===== config.mk =====
export PLATFORM = sky130hd
export DESIGN_NAME = nec_ir_frame_transmitter_top
export DESIGN_NICKNAME = d
export VERILOG_FILES = /design/src/nirt_pkg.sv /design/src/nec_ir_frame_transmitter_top.sv /design/src/nirt_frame_seq.sv
export SDC_FILE = /design/constraint.sdc
export NUM_CORES = 1
export LEC_CHECK = 0
export BUFFER_PORTS_ARGS = -buffer_cell sky130_fd_sc_hd__buf_2
export CAP_MARGIN = 40
export CELL_PAD_IN_SITES_DETAIL_PLACEMENT = 1
export CELL_PAD_IN_SITES_GLOBAL_PLACEMENT = 1
export CORE_ASPECT_RATIO = 1.25
export CORE_UTILIZATION = 49
export CTS_CLUSTER_DIAMETER = 50
export CTS_CLUSTER_SIZE = 8
export DETAILED_ROUTE_END_ITERATION = 10
export GPL_TIMING_DRIVEN = 0
export PLACE_DENSITY = 0.88
export SYNTH_ARGS = -nofsm -noshare
export SYNTH_HDL_FRONTEND = slang
export SYNTH_SLANG_ARGS = --single-unit

===== constraint.sdc =====
create_clock -name aclk -period 10.73 [get_ports aclk]
set_clock_uncertainty 0.05 [all_clocks]
set_input_delay 2.6825 -clock aclk [delete_from_list [all_inputs] [get_ports aclk]]
set_output_delay 2.6825 -clock aclk [all_outputs]
set_load 0.03 [all_outputs]

===== src/nirt_pkg.sv =====
// ----------------------------------------------------------------------------
// NEC IR frame transmitter package
// Widths, register indexes, reset values and shared structs.
// ----------------------------------------------------------------------------
package nirt_pkg;

    localparam int DurW      = 10;
    localparam int TickW     = 11;
    localparam int SegW      = 7;
    localparam int CodeW     = 16;
    localparam int ByteW     = 8;
    localparam int CfgIdxW   = 3;

    localparam logic [SegW-1:0] SegCount     = 7'd69;
    localparam logic [SegW-1:0] SegLeadMark  = 7'd0;
    localparam logic [SegW-1:0] SegLeadSpace = 7'd1;
    localparam logic [SegW-1:0] SegBitFirst  = 7'd2;
    localparam logic [SegW-1:0] SegBitLast   = 7'd65;
    localparam logic [SegW-1:0] SegTrlMark   = 7'd66;
    localparam logic [SegW-1:0] SegRptSpace  = 7'd67;
    localparam logic [SegW-1:0] SegEndMark   = 7'd68;

    localparam logic [DurW-1:0] LeaderMarkRst  = 10'd342;
    localparam logic [DurW-1:0] LeaderSpaceRst = 10'd171;
    localparam logic [DurW-1:0] BitMarkRst     = 10'd21;
    localparam logic [DurW-1:0] OneSpaceRst    = 10'd64;
    localparam logic [DurW-1:0] ZeroSpaceRst   = 10'd21;
    localparam logic [DurW-1:0] RepeatSpaceRst = 10'd85;

    typedef enum logic [CfgIdxW-1:0] {
        CFG_LEADER_MARK  = 3'd0,
        CFG_LEADER_SPACE = 3'd1,
        CFG_BIT_MARK     = 3'd2,
        CFG_ONE_SPACE    = 3'd3,
        CFG_ZERO_SPACE   = 3'd4,
        CFG_REPEAT_SPACE = 3'd5
    } cfg_idx_t;

    typedef struct packed {
        logic [DurW-1:0] leader_mark;
        logic [DurW-1:0] leader_space;
        logic [DurW-1:0] bit_mark;
        logic [DurW-1:0] one_space;
        logic [DurW-1:0] zero_space;
        logic [DurW-1:0] repeat_space;
    } cfg_regs_t;

    typedef struct packed {
        logic carrier_gate;
        logic carrier_phase;
        logic busy_res;
        logic frame_done;
    } result_t;

endpackage


===== src/nec_ir_frame_transmitter_top.sv =====
// An accepted result is registered in the output register or the skid stage.
// Throughput: one request per cycle; an output register plus a skid stage
// keep s_ready high while one result waits, so it drops only with two held.
// Reset (aresetn low, synchronous): frame idle, timing registers to defaults.
// ----------------------------------------------------------------------------
// NEC IR frame transmitter top level
// Configuration registers, frame sequencer and output buffering.
// ----------------------------------------------------------------------------
module nec_ir_frame_transmitter_top (
    input  logic                              aclk,
    input  logic                              aresetn,
    input  logic                              cfg_wr_en,
    input  logic [nirt_pkg::CfgIdxW-1:0]      cfg_index,
    input  logic [nirt_pkg::DurW-1:0]         cfg_wdata,
    input  logic                              s_valid,
    output logic                              s_ready,
    input  logic                              s_command,
    input  logic [nirt_pkg::CodeW-1:0]        s_custom_code,
    input  logic [nirt_pkg::ByteW-1:0]        s_data_byte,
    input  logic                              s_checksum_mode,
    output logic                              m_valid,
    input  logic                              m_ready,
    output logic                              m_carrier_gate,
    output logic                              m_carrier_phase,
    output logic                              m_busy_res,
    output logic                              m_frame_done
);
    import nirt_pkg::*;

    cfg_regs_t cfg_reg;
    result_t   res;
    result_t   out_reg,  out_next;
    result_t   skid_reg, skid_next;
    logic      out_valid_reg,  out_valid_next;
    logic      skid_valid_reg, skid_valid_next;
    logic      s_acc, m_acc;

    assign s_ready = !skid_valid_reg;
    assign s_acc   = s_valid && s_ready;
    assign m_acc   = out_valid_reg && m_ready;

    always_ff @(posedge aclk) begin
        if (!aresetn) begin
            cfg_reg.leader_mark  <= LeaderMarkRst;
            cfg_reg.leader_space <= LeaderSpaceRst;
            cfg_reg.bit_mark     <= BitMarkRst;
            cfg_reg.one_space    <= OneSpaceRst;
            cfg_reg.zero_space   <= ZeroSpaceRst;
            cfg_reg.repeat_space <= RepeatSpaceRst;
        end else if (cfg_wr_en) begin
            case (cfg_idx_t'(cfg_index))
                CFG_LEADER_MARK:  cfg_reg.leader_mark  <= cfg_wdata;
                CFG_LEADER_SPACE: cfg_reg.leader_space <= cfg_wdata;
                CFG_BIT_MARK:     cfg_reg.bit_mark     <= cfg_wdata;
                CFG_ONE_SPACE:    cfg_reg.one_space    <= cfg_wdata;
                CFG_ZERO_SPACE:   cfg_reg.zero_space   <= cfg_wdata;
                CFG_REPEAT_SPACE: cfg_reg.repeat_space <= cfg_wdata;
                default: ;
            endcase
        end
    end

    nirt_frame_seq u_seq (
        .aclk          (aclk),
        .aresetn       (aresetn),
        .step_en       (s_acc),
        .command       (s_command),
        .custom_code   (s_custom_code),
        .data_byte     (s_data_byte),
        .checksum_mode (s_checksum_mode),
        .cfg           (cfg_reg),
        .res           (res)
    );

    always_comb begin
        out_next        = out_reg;
        skid_next       = skid_reg;
        out_valid_next  = out_valid_reg;
        skid_valid_next = skid_valid_reg;
        if (m_acc) begin
            if (skid_valid_reg) begin
                out_next        = skid_reg;
                skid_valid_next = 1'b0;
            end else if (s_acc) begin
                out_next = res;
            end else begin
                out_valid_next = 1'b0;
            end
        end else if (s_acc) begin
            if (out_valid_reg) begin
                skid_next       = res;
                skid_valid_next = 1'b1;
            end else begin
                out_next       = res;
                out_valid_next = 1'b1;
            end
        end
    end

    always_ff @(posedge aclk) begin
        if (!aresetn) begin
            out_valid_reg  <= 1'b0;
            skid_valid_reg <= 1'b0;
        end else begin
            out_valid_reg  <= out_valid_next;
            skid_valid_reg <= skid_valid_next;
        end
    end

    always_ff @(posedge aclk) begin
        out_reg  <= out_next;
        skid_reg <= skid_next;
    end

    assign m_valid         = out_valid_reg;
    assign m_carrier_gate  = out_reg.carrier_gate;
    assign m_carrier_phase = out_reg.carrier_phase;
    assign m_busy_res      = out_reg.busy_res;
    assign m_frame_done    = out_reg.frame_done;

endmodule


===== src/nirt_frame_seq.sv =====
// ----------------------------------------------------------------------------
// NEC IR frame sequencer
// Holds the frame state and computes the result of one request.
// ----------------------------------------------------------------------------
module nirt_frame_seq (
    input  logic                              aclk,
    input  logic                              aresetn,
    input  logic                              step_en,
    input  logic                              command,
    input  logic [nirt_pkg::CodeW-1:0]        custom_code,
    input  logic [nirt_pkg::ByteW-1:0]        data_byte,
    input  logic                              checksum_mode,
    input  nirt_pkg::cfg_regs_t               cfg,
    output nirt_pkg::result_t                 res
);
    import nirt_pkg::*;

    logic [CodeW-1:0] code_word_reg, code_word_next;
    logic [CodeW-1:0] data_word_reg, data_word_next;
    logic [SegW-1:0]  seg_idx_reg,   seg_idx_next;
    logic [TickW-1:0] tick_cnt_reg,  tick_cnt_next;
    logic             gate_on_reg,   gate_on_next;
    logic             phase_reg,     phase_next;
    logic             sending_reg,   sending_next;

    logic [SegW-1:0]   bit_off;
    logic [4:0]        bit_sel;
    logic [2*CodeW-1:0] bit_word;
    logic [DurW-1:0]   dur;
    logic [TickW-1:0]  limit;
    logic [ByteW-1:0]  byte_sel;
    logic [SegW-1:0]   seg_inc;
    logic              done;

    assign bit_off  = seg_idx_reg - SegBitFirst;
    assign bit_sel  = bit_off[5:1];
    assign bit_word = {data_word_reg, code_word_reg};

    always_comb begin
        dur = '0;
        if (seg_idx_reg == SegLeadMark || seg_idx_reg == SegTrlMark) begin
            dur = cfg.leader_mark;
        end else if (seg_idx_reg == SegLeadSpace) begin
            dur = cfg.leader_space;
        end else if (seg_idx_reg >= SegBitFirst && seg_idx_reg <= SegBitLast) begin
            if (!bit_off[0]) begin
                dur = cfg.bit_mark;
            end else if (bit_word[bit_sel]) begin
                dur = cfg.one_space;
            end else begin
                dur = cfg.zero_space;
            end
        end else if (seg_idx_reg == SegRptSpace) begin
            dur = cfg.repeat_space;
        end else if (seg_idx_reg == SegEndMark) begin
            dur = cfg.bit_mark;
        end
    end

    assign limit   = {dur, 1'b0};
    assign seg_inc = seg_idx_reg + 7'd1;
    assign byte_sel = checksum_mode ?
        ~(custom_code[15:8] + custom_code[7:0]) : data_byte;

    always_comb begin
        code_word_next = code_word_reg;
        data_word_next = data_word_reg;
        seg_idx_next   = seg_idx_reg;
        tick_cnt_next  = tick_cnt_reg;
        gate_on_next   = gate_on_reg;
        phase_next     = phase_reg;
        sending_next   = sending_reg;
        done           = 1'b0;
        if (command) begin
            code_word_next = custom_code;
            data_word_next = {~byte_sel, byte_sel};
            seg_idx_next   = '0;
            tick_cnt_next  = '0;
            gate_on_next   = 1'b1;
            sending_next   = 1'b1;
        end else if (sending_reg) begin
            phase_next = ~phase_reg;
            if (tick_cnt_reg != limit) begin
                tick_cnt_next = tick_cnt_reg + 11'd1;
            end else begin
                tick_cnt_next = '0;
                seg_idx_next  = seg_inc;
                gate_on_next  = ~seg_inc[0];
                if (seg_inc >= SegCount) begin
                    gate_on_next = 1'b0;
                    sending_next = 1'b0;
                    done         = 1'b1;
                end
            end
        end
        res.carrier_gate  = gate_on_next;
        res.carrier_phase = phase_next;
        res.busy_res      = sending_next;
        res.frame_done    = done;
    end

    always_ff @(posedge aclk) begin
        if (!aresetn) begin
            code_word_reg <= '0;
            data_word_reg <= '0;
            seg_idx_reg   <= '0;
            tick_cnt_reg  <= '0;
            gate_on_reg   <= 1'b0;
            phase_reg     <= 1'b0;
            sending_reg   <= 1'b0;
        end else if (step_en) begin
            code_word_reg <= code_word_next;
            data_word_reg <= data_word_next;
            seg_idx_reg   <= seg_idx_next;
            tick_cnt_reg  <= tick_cnt_next;
            gate_on_reg   <= gate_on_next;
            phase_reg     <= phase_next;
            sending_reg   <= sending_next;
        end
    end

endmodule


; Word level (Yosys, flattened, before mapping)
; Cells that the tools add are included.
[op_classes]
mux = 39
n_eq_ne = 14
n_bitwise = 6
magnitude_cmp = 4
n_addsub = 4
n_reduce_logical = 24
[ops]
columns = cell, n
row1 = $mux W10, 7
row2 = $mux W11, 3
row3 = $eq A7 B7 Y1 const B, 3
row4 = $mux W7, 3
row5 = $mux W4, 5
row6 = $mux W1, 19
row7 = $reduce_and A2 Y1, 9
row8 = $not A8 Y8, 2
row9 = $reduce_and A3 Y1, 4
row10 = $add A11 B1 Y11 const B, 1
row11 = $ne A11 B11 Y1, 1
row12 = $add A8 B8 Y8, 1
row13 = $mux W8, 1
row14 = $add A7 B1 Y7 const B, 1
row15 = $eq A7 B1 Y1 const B, 1
row16 = $ge A7 B2 Y1 const B, 1
row17 = $ge A7 B7 Y1 const B, 1
row18 = $le A7 B7 Y1 const B, 1
row19 = $logic_not A7 Y1, 1
row20 = $eq A3 B2 Y1 const B, 2
row21 = $eq A3 B3 Y1 const B, 2
row22 = $lt A5 B6 Y1 const B, 1
row23 = $ne A2 B2 Y1 const B, 3
row24 = $reduce_bool A2 Y1, 3
row25 = 10 further kinds, 15
[word_totals]
ff_bits = 123
word_cells = 114

; Longest topological paths before layout
; Gate-level depths: netlist (run 1).
[logic_depth]
depth_word = 15
depth_mapped = 18
depth_no_buf = 13

; Modules after synthesis
; From an unflattened synthesis (run 1), not the netlist that was laid out.
[unflattened]
cells_unflattened = 825
area_unflattened_um2 = 7129.3
[modules_own_cells]
columns = module, cells_each, area_per_inst_um2, instances, seq_area_each_um2
row1 = nirt_frame_seq, 574, 4391.7, 1, 1061.0
row2 = nec_ir_frame_transmitter_top, 251, 2737.6, 1, 1481.4

; Least setup slack after synthesis (run 1)
; No wires, ideal clock.
[synth_path]
kind = input port to flip-flop
from = input s_custom_code[1] (netlist bit)
to = register u_seq.data_word_reg[15]
t_required_ps = 10552
cell_stages = 12
arrival_time_ps = 4306
setup_slack_ps = 6247
path_buffers = 0
setup_ps = 128
path_cell_list = ha_1 a21o_1 a21oi_1 o21bai_1 a21oi_1 nor2b_1 o21ai_0 nand2b_1 xnor2_1 o211a_1 a21oi_1 nor2_1
[synth_between]
elab_chain_len = 4
[synth_rtl]
columns = element, line
row1 = from (decl), nec_ir_frame_transmitter_top.sv:18  ; input logic [nirt_pkg::CodeW-1:0] s_custom_code,
row2 = $add A8 B8 Y8, nirt_frame_seq.sv:63  ; ~(custom_code[15:8] + custom_code[7:0]) : data_byte;
row3 = $not A8 Y8, nirt_frame_seq.sv:63
row4 = $mux W8, nirt_frame_seq.sv:62  ; assign byte_sel = checksum_mode ?
row5 = $not A8 Y8, nirt_frame_seq.sv:76  ; data_word_next = {~byte_sel, byte_sel};
row6 = to (signal assigned), nirt_frame_seq.sv:113  ; data_word_reg <= data_word_next;
row7 = to (decl), nirt_frame_seq.sv:19  ; logic [CodeW-1:0] data_word_reg, data_word_next;
; Every way passes these cells.
; A chain may end at the register's enable or synchronous reset.

; Worst setup path after layout (run 1)
[layout_path]
from = register u_seq.seg_idx_reg[1]
to = register skid_reg[3] (netlist bit) (data pin)
[layout_between]
elab_chain_len = 12
[layout_rtl]
columns = element, line
row1 = from (decl), nirt_frame_seq.sv:20  ; logic [SegW-1:0] seg_idx_reg, seg_idx_next;
row2 = from (signal assigned), nirt_frame_seq.sv:114  ; seg_idx_reg <= seg_idx_next;
row3 = $sub A6 B2 Y6, nirt_frame_seq.sv:35  ; assign bit_off = seg_idx_reg - SegBitFirst;
row4 = $bmux W1 S5, nirt_frame_seq.sv:48  ; end else if (bit_word[bit_sel]) begin
row5 = $mux W1 (not written as such), nirt_frame_seq.sv:48
row6 = $mux W10, nirt_frame_seq.sv:48
row7 = $mux W10, nirt_frame_seq.sv:46  ; if (!bit_off[0]) begin
row8 = $mux W10, nirt_frame_seq.sv:45  ; end else if (seg_idx_reg >= SegBitFirst && seg_idx_reg <= SegBitLast) begin
row9 = $mux W10, nirt_frame_seq.sv:43  ; end else if (seg_idx_reg == SegLeadSpace) begin
row10 = $mux W10, nirt_frame_seq.sv:41  ; if (seg_idx_reg == SegLeadMark || seg_idx_reg == SegTrlMark) begin
row11 = $ne A11 B11 Y1, nirt_frame_seq.sv:83  ; if (tick_cnt_reg != limit) begin
row12 = $mux W1 *, nirt_frame_seq.sv:83
row13 = $mux W1 *, nirt_frame_seq.sv:81  ; end else if (sending_reg) begin
row14 = $mux W1 *, nirt_frame_seq.sv:74  ; if (command) begin
row15 = net u_seq.gate_on_next, nirt_frame_seq.sv:22  ; logic gate_on_reg, gate_on_next;
row16 = to (signal assigned), nec_ir_frame_transmitter_top.sv:112  ; skid_reg <= skid_next;
row17 = to (decl), nec_ir_frame_transmitter_top.sv:33  ; result_t skid_reg, skid_next;
; Mark *: on every way through the listed nets, which the timed path passes. The rest lies on a longest branch. The select of a mux whose other input is x is not followed.

==> results of run 1 <==
==> routing by layer <==
metal,vias to the layer above,track usage
met5,-,0
met4,0,0.231
met3,94,0.0759
met2,272,0.639
met1,3483,0.381
li1,3174,-
==> layout make-up <==
cell class / count / area share
buffer: 47 / 0.0259
timing repair buffer: 49 / 0.0323
multi-input combinational: 659 / 0.496
clock buffer: 20 / 0.0571
clock inverter: 12 / 0.0250
sequential: 123 / 0.325
tap: 171 / 0.0274
inverter: 23 / 0.0110
==> worst max path at each step <==
stage	end	start	slack (ns)
CTS	m_carrier_gate	u_seq.seg_idx_reg[1]	5.32
finish	skid_reg[3]	u_seq.seg_idx_reg[1]	5.36
global placement	m_carrier_gate	u_seq.seg_idx_reg[1]	5.48
detailed placement	m_busy_res	u_seq.seg_idx_reg[1]	5.40
floorplan	u_seq.data_word_reg[15]	s_custom_code[1]	6.25
global route	skid_reg[3]	u_seq.seg_idx_reg[1]	5.10
==> worst reg2reg max path, stage by stage, from the launching register on <==
cell and delay [ns]:
dfxtp_1 0.56, inv_1 0.25, ha_1 0.34, buf_2 0.22, buf_2 0.36, mux2i_1 0.40, a22o_1 0.24, o22a_1 0.16
buf_1 0.48, nand3_1 0.17, a31oi_1 0.47, xor2_1 0.13, a2111o_1 0.48, nor4_4 0.39, mux2i_1 0.31, nand2b_1 0.11
==> cells in the final DEF, fill, tap and decap left out, types with 6 or more instances in the layout <==
master	count
edfxtp_1	8
nand2_1	180
nor2b_1	9
a211o_1	6
a21oi_1	79
nand2b_1	9
nor4_1	7
o21ai_0	28
and3_1	7
o211ai_1	8
dfxtp_1	115
a211oi_1	8
buf_2	52
a22o_1	9
clkbuf_16	17
nor2_1	67
nand3_1	45
clkbuf_1	35
nor3_1	17
ha_1	16
xnor2_1	24
and2_1	9
a22oi_1	7
a31oi_1	6
mux2i_1	17
o31ai_1	6
inv_1	21
==> logic make-up after synthesis <==
group	Yosys count
AOI/OAI and AO/OA	211
adders and majority gates	17
muxes	21
buffers and inverters	70
DFF	123
and+or+nand+nor	381
xor gates and xnor gates	29
==> where the power goes <==
| part | total, mW | internal, mW | switching, mW |
|---|---|---|---|
| clock | 0.636 | 0.416 | 0.219 |
| combinational | 0.111 | 0.0362 | 0.0745 |
| sequential | 0.491 | 0.479 | 0.0114 |
| total | 1.24 | 0.932 | 0.305 |
==> impl_metrics.tcl, run 1 <==
set metrics [dict create \
    routabilityCongestion 0.918 \
    min_period_over_period 0.500 \
    postCtsResizedCells 0 \
    path_class "reg -> reg" \
    grt_first_pass_wirelength_um 39100 \
    timing.hold.ws_ns 0.407 \
    pin_count 50 \
    clkLatencyLatePin_ns 0.43 \
    grt_pass1_vias 7505 \
    cts_buffers 17 \
    ys_seq_elements 123 \
    synth_mux_area_frac 0.0321 \
    reg2reg_depth 15 \
    met3_length_um 1380 \
    final_hold_viol_count 0 \
    routed_wl_um 24700 \
    vias_per_cell 6.36 \
    timing.final.ws_setup_ns 5.36 \
    place_inst 1069 \
    synth_area_leader_cell "dfxtp_1" \
    cts_tree "built" \
    syn_to_final_growth_pct 16.7 \
    synth_xor_area_frac 0.0379 \
    antennaDiodeCount 0 \
    reg2reg_from "u_seq.seg_idx_reg[1]" \
    max_stage_delay_ns 0.56 \
    nFillCells 1691 \
    crit_path_start_kind "flip-flop" \
    synth_top_cell_area_share 0.344 \
    largest_reg_flops 60 \
    crit_chain "inv_1, ha_1, buf_2, buf_2, mux2i_1, a22o_1, o22a_1, buf_1, nand3_1, a31oi_1, xor2_1, a2111o_1, nor4_4, mux2i_1, nand2b_1" \
    multiInputGateArea_um2 3880 \
    dpl-instance-area_um2 7150 \
    drv_cap 0 \
    end_kind "flip-flop" \
    yosys_warnings 0 \
    cts_root_buf "clkbuf_16" \
    worst_slew_margin_rel 0.371 \
    min_period_ns 5.37 \
    utilization 0.588 \
    cts_hold_buf 0 \
    grt_overflow 0 \
    cp_num_cells 15 \
    async_flop_share 0 \
    port_buffers 46 \
    wl_met1_um 9220 \
    ant_nets 0 \
    postCtsSetupRepairBufs 0 \
    synth_simple_gate_area_share 0.263 \
    clockBufferDepth 2 \
    status "complete, no violations" \
    drive_above_1_share 0.120 \
    die_x_um 107 \
    grt_use_total 0.360 \
    synthTopCellsByArea "dfxtp_1, nand2_1, a21oi_1" \
    hold_depth 2 \
    core-area_um2 13300 \
    cts_sinks 123 \
    critical_path.slowest_cell "dfxtp_1" \
    synth.avg_cell_area_um2 7.86 \
    tightest_slew_ns 0.939 \
    cp_max_fo 10 \
    cts_max_level 4 \
    drc_errors 0 \
    synth_top_family_by_area "simple AND/OR/NAND/NOR gates" \
    cp.required_ns 10.86 \
    p_leak_nw 3.03 \
    die_y_um 133 \
    worst_ir_drop_vdd_mv 0.106 \
    synthAdderAreaFrac 0.0329 \
    synth-edff-count 8 \
    setup_viol_count_final 0 \
    worst-path-buf-inv 4 \
    grt_antenna_before_repair 0 \
    cp.arrival_ns 5.50 \
    fin_cells 1104 \
    grt_start_max_net_pins 17 \
    synth_compound_area_frac 0.211 \
    highest_layer "met4" \
    finalMaxSlewViolations 0 \
    die-area_um2 14100 \
    start_util 0.504 \
    holdPathEnd "cfg_reg[20]" \
    fin_nets 981 \
    cp_top_family "compound AO/OA/AOI/OAI gates" \
    synth_most_common_cell "nand2_1" \
    route.met2.wl_um 12800 \
    synthesis.nets 913 \
    hp-start "cfg_reg[20]" \
    preCtsSetupSlack_ns 5.40 \
    finalPower_mw 1.24 \
    first_pass_iters 5 \
    rsz0062_at_grt "no" \
    avgRoutedWirePerCell_um 22.4 \
    fin_setup_tns_ns 0 \
    core.rowCount 47 \
    reg2reg_slack_ns 5.36 \
    yosys-top-cells-count "nand2_1, dfxtp_1, a21oi_1" \
    synthCells 852 \
    final_cell_area_um2 7820 \
    max_freq_mhz 186 \
    yosysSeqAreaShare 0.380 \
    r2r_end "skid_reg[3]" \
    ff_latch_area_um2 2540 \
    clkSlewWorstSetupHoldPaths_ns 0.06 \
    synth_ff_type "dfxtp_1" \
    drt_iter0_markers 517 \
    powerDensity_nw_per_um2 158 \
    syn-cell-area_um2 6700 \
    place.detailed.hpwl_um 17200 \
    worstHoldPathType "reg -> reg" \
    synthDistinctLibCells 76 \
    dr_total_vias 7023 \
]
Note: power is estimated with default switching activity, not from simulation.
==> inputs of run 2 (changes only) <==
--- a/config.mk
+++ b/config.mk
@@ -10,12 +10,12 @@
 export CELL_PAD_IN_SITES_DETAIL_PLACEMENT = 1
 export CELL_PAD_IN_SITES_GLOBAL_PLACEMENT = 1
 export CORE_ASPECT_RATIO = 1.25
-export CORE_UTILIZATION = 49
+export CORE_UTILIZATION = 45
 export CTS_CLUSTER_DIAMETER = 50
 export CTS_CLUSTER_SIZE = 8
 export DETAILED_ROUTE_END_ITERATION = 10
 export GPL_TIMING_DRIVEN = 0
-export PLACE_DENSITY = 0.88
+export PLACE_DENSITY = 0.82
 export SYNTH_ARGS = -nofsm -noshare
 export SYNTH_HDL_FRONTEND = slang
 export SYNTH_SLANG_ARGS = --single-unit
==> constraint.sdc (replaced) <==
create_clock -name aclk -period 5.65 [get_ports aclk]
set_clock_uncertainty 0.05 [all_clocks]
set_input_delay 1.4125 -clock aclk [delete_from_list [all_inputs] [get_ports aclk]]
set_output_delay 1.4125 -clock aclk [all_outputs]
set_load 0.03 [all_outputs]
==> impl_metrics.tcl, run 2 (synthesized netlist as in run 1, its figures left out) <==
set metrics [dict create \
    pin_count 50 \
    clkSlewWorstSetupHoldPaths_ns 0.06 \
    routabilityCongestion 0.904 \
    die-area_um2 15400 \
    tightest_slew_ns 1.08 \
    routed_wl_um 23200 \
    die_y_um 138 \
    syn_to_final_growth_pct 15.7 \
    min_period_over_period 0.932 \
    grt_overflow 0 \
    port_buffers 46 \
    vias_per_cell 6.10 \
    cts_tree "built" \
    first_pass_iters 8 \
    dr_total_vias 6774 \
    grt_use_total 0.307 \
    fin_setup_tns_ns 0 \
    finalMaxSlewViolations 0 \
    ant_nets 0 \
    final_hold_viol_count 0 \
    grt_pass1_vias 7116 \
    worst_slew_margin_rel 0.280 \
    max_freq_mhz 190 \
    path_class "reg -> reg" \
    cts_max_level 4 \
    end_kind "flip-flop" \
    grt_antenna_before_repair 0 \
    postCtsSetupRepairBufs 0 \
    drive_above_1_share 0.121 \
    worst_ir_drop_vdd_mv 0.191 \
    cts_buffers 17 \
    cp.required_ns 5.77 \
    fin_nets 980 \
    cts_root_buf "clkbuf_16" \
    place.detailed.hpwl_um 17200 \
    setup_viol_count_final 0 \
    p_leak_nw 3.00 \
    drt_iter0_markers 433 \
    clkLatencyLatePin_ns 0.43 \
    die_x_um 111 \
    start_util 0.463 \
    avgRoutedWirePerCell_um 20.9 \
    status "complete, but fails checks" \
    crit_path_start_kind "flip-flop" \
    powerDensity_nw_per_um2 284 \
    rsz0062_at_grt "no" \
    antennaDiodeCount 0 \
    largest_reg_flops 60 \
    violations "DRC" \
    drc_errors 5 \
    drv_cap 0 \
    worstHoldPathType "reg -> reg" \
    grt_start_max_net_pins 17 \
    postCtsResizedCells 0 \
    cts_hold_buf 0 \
    core.rowCount 49 \
    cp.arrival_ns 5.39 \
    grt_first_pass_wirelength_um 36800 \
    core-area_um2 14500 \
    layout_commonest_cell "nand2_1" \
    cp_max_fo 10 \
    utilization 0.536 \
    clockBufferDepth 2 \
    final_cell_mix "nand2_1, dfxtp_1, a21oi_1" \
    cts_sinks 123 \
    min_period_ns 5.27 \
]
run 2: cell count changes in the layout (fill, tap and decap cells not counted):
cell / previous run / this run
buf_4: 4 / 3
bufinv_16: 5 / 2
clkbuf_1: 35 / 33
clkbuf_8: 1 / 0
clkinv_2: 2 / 4
clkinv_4: 1 / 5
clkinvlp_4: 3 / 2
inv_6: 0 / 1
run 2: stage by stage:
step / instances / instance area [um2] / setup slack (ns) / hold WS [ns] / total power [mW]
floorplan: 852 / 6700 / 1.56 / 0.381 / 1.07
global placement: 1076 / 7150 / 0.495 / 0.391 / 1.14
detailed placement: 1077 / 7170 / 0.453 / 0.396 / 1.15
CTS: 1109 / 7750 / 0.421 / 0.405 / 2.21
global route: 1110 / 7750 / 0.110 / 0.427 / 2.27
finish: 1110 / 7750 / 0.384 / 0.406 / 2.21
run 2: final cells by class:
type / count / area [um2]
fillers: 1828 / 6720
multi-input cells: 659 / 3880
flip-flops and latches: 123 / 2540
clock buffers: 17 / 425
repair buffers: 48 / 245
well taps: 178 / 223
plain buffers: 47 / 203
clock inverters: 15 / 151
inverters: 23 / 86.3
run 2: where the power goes:
part	switching, mW	internal, mW
registers	0.0201	0.910
logic	0.136	0.0686
clock network	0.424	0.647
total	0.580	1.63
run 2: worst paths after layout:
| check | start | end | slack, ns | cells after the start |
|---|---|---|---|---|
| setup / recovery | u_seq.seg_idx_reg[1] | m_carrier_gate | 0.38 | 14 |
| hold / removal | u_seq.code_word_reg[9] | u_seq.code_word_reg[9] | 0.41 | 2 |
| hold reg to reg | u_seq.code_word_reg[9] | u_seq.code_word_reg[9] | 0.41 | 2 |
| setup reg to reg | u_seq.seg_idx_reg[1] | m_carrier_gate | 0.38 | 14 |
run 2: critical path: stages, from the launching register on:
cell	delay (ns)
dfxtp_1	0.56
inv_1	0.24
ha_1	0.34
buf_2	0.21
buf_2	0.35
mux2i_1	0.34
a22oi_1	0.17
a22oi_1	0.84
nand3_1	0.15
a31oi_1	0.35
xor2_1	0.13
a2111o_1	0.48
nor4_4	0.39
mux2i_1	0.32
a21oi_1	0.09
run 2: metal layers:
| layer | GRT usage | routed length [um] | vias up |
|---|---|---|---|
| met1 | 0.330 | 8970 | 3328 |
| met2 | 0.567 | 12100 | 212 |
| met5 | 0 | 0 | - |
| met3 | 0.0539 | 1050 | 72 |
| met4 | 0.171 | 1070 | 0 |
| li1 | - | - | 3162 |
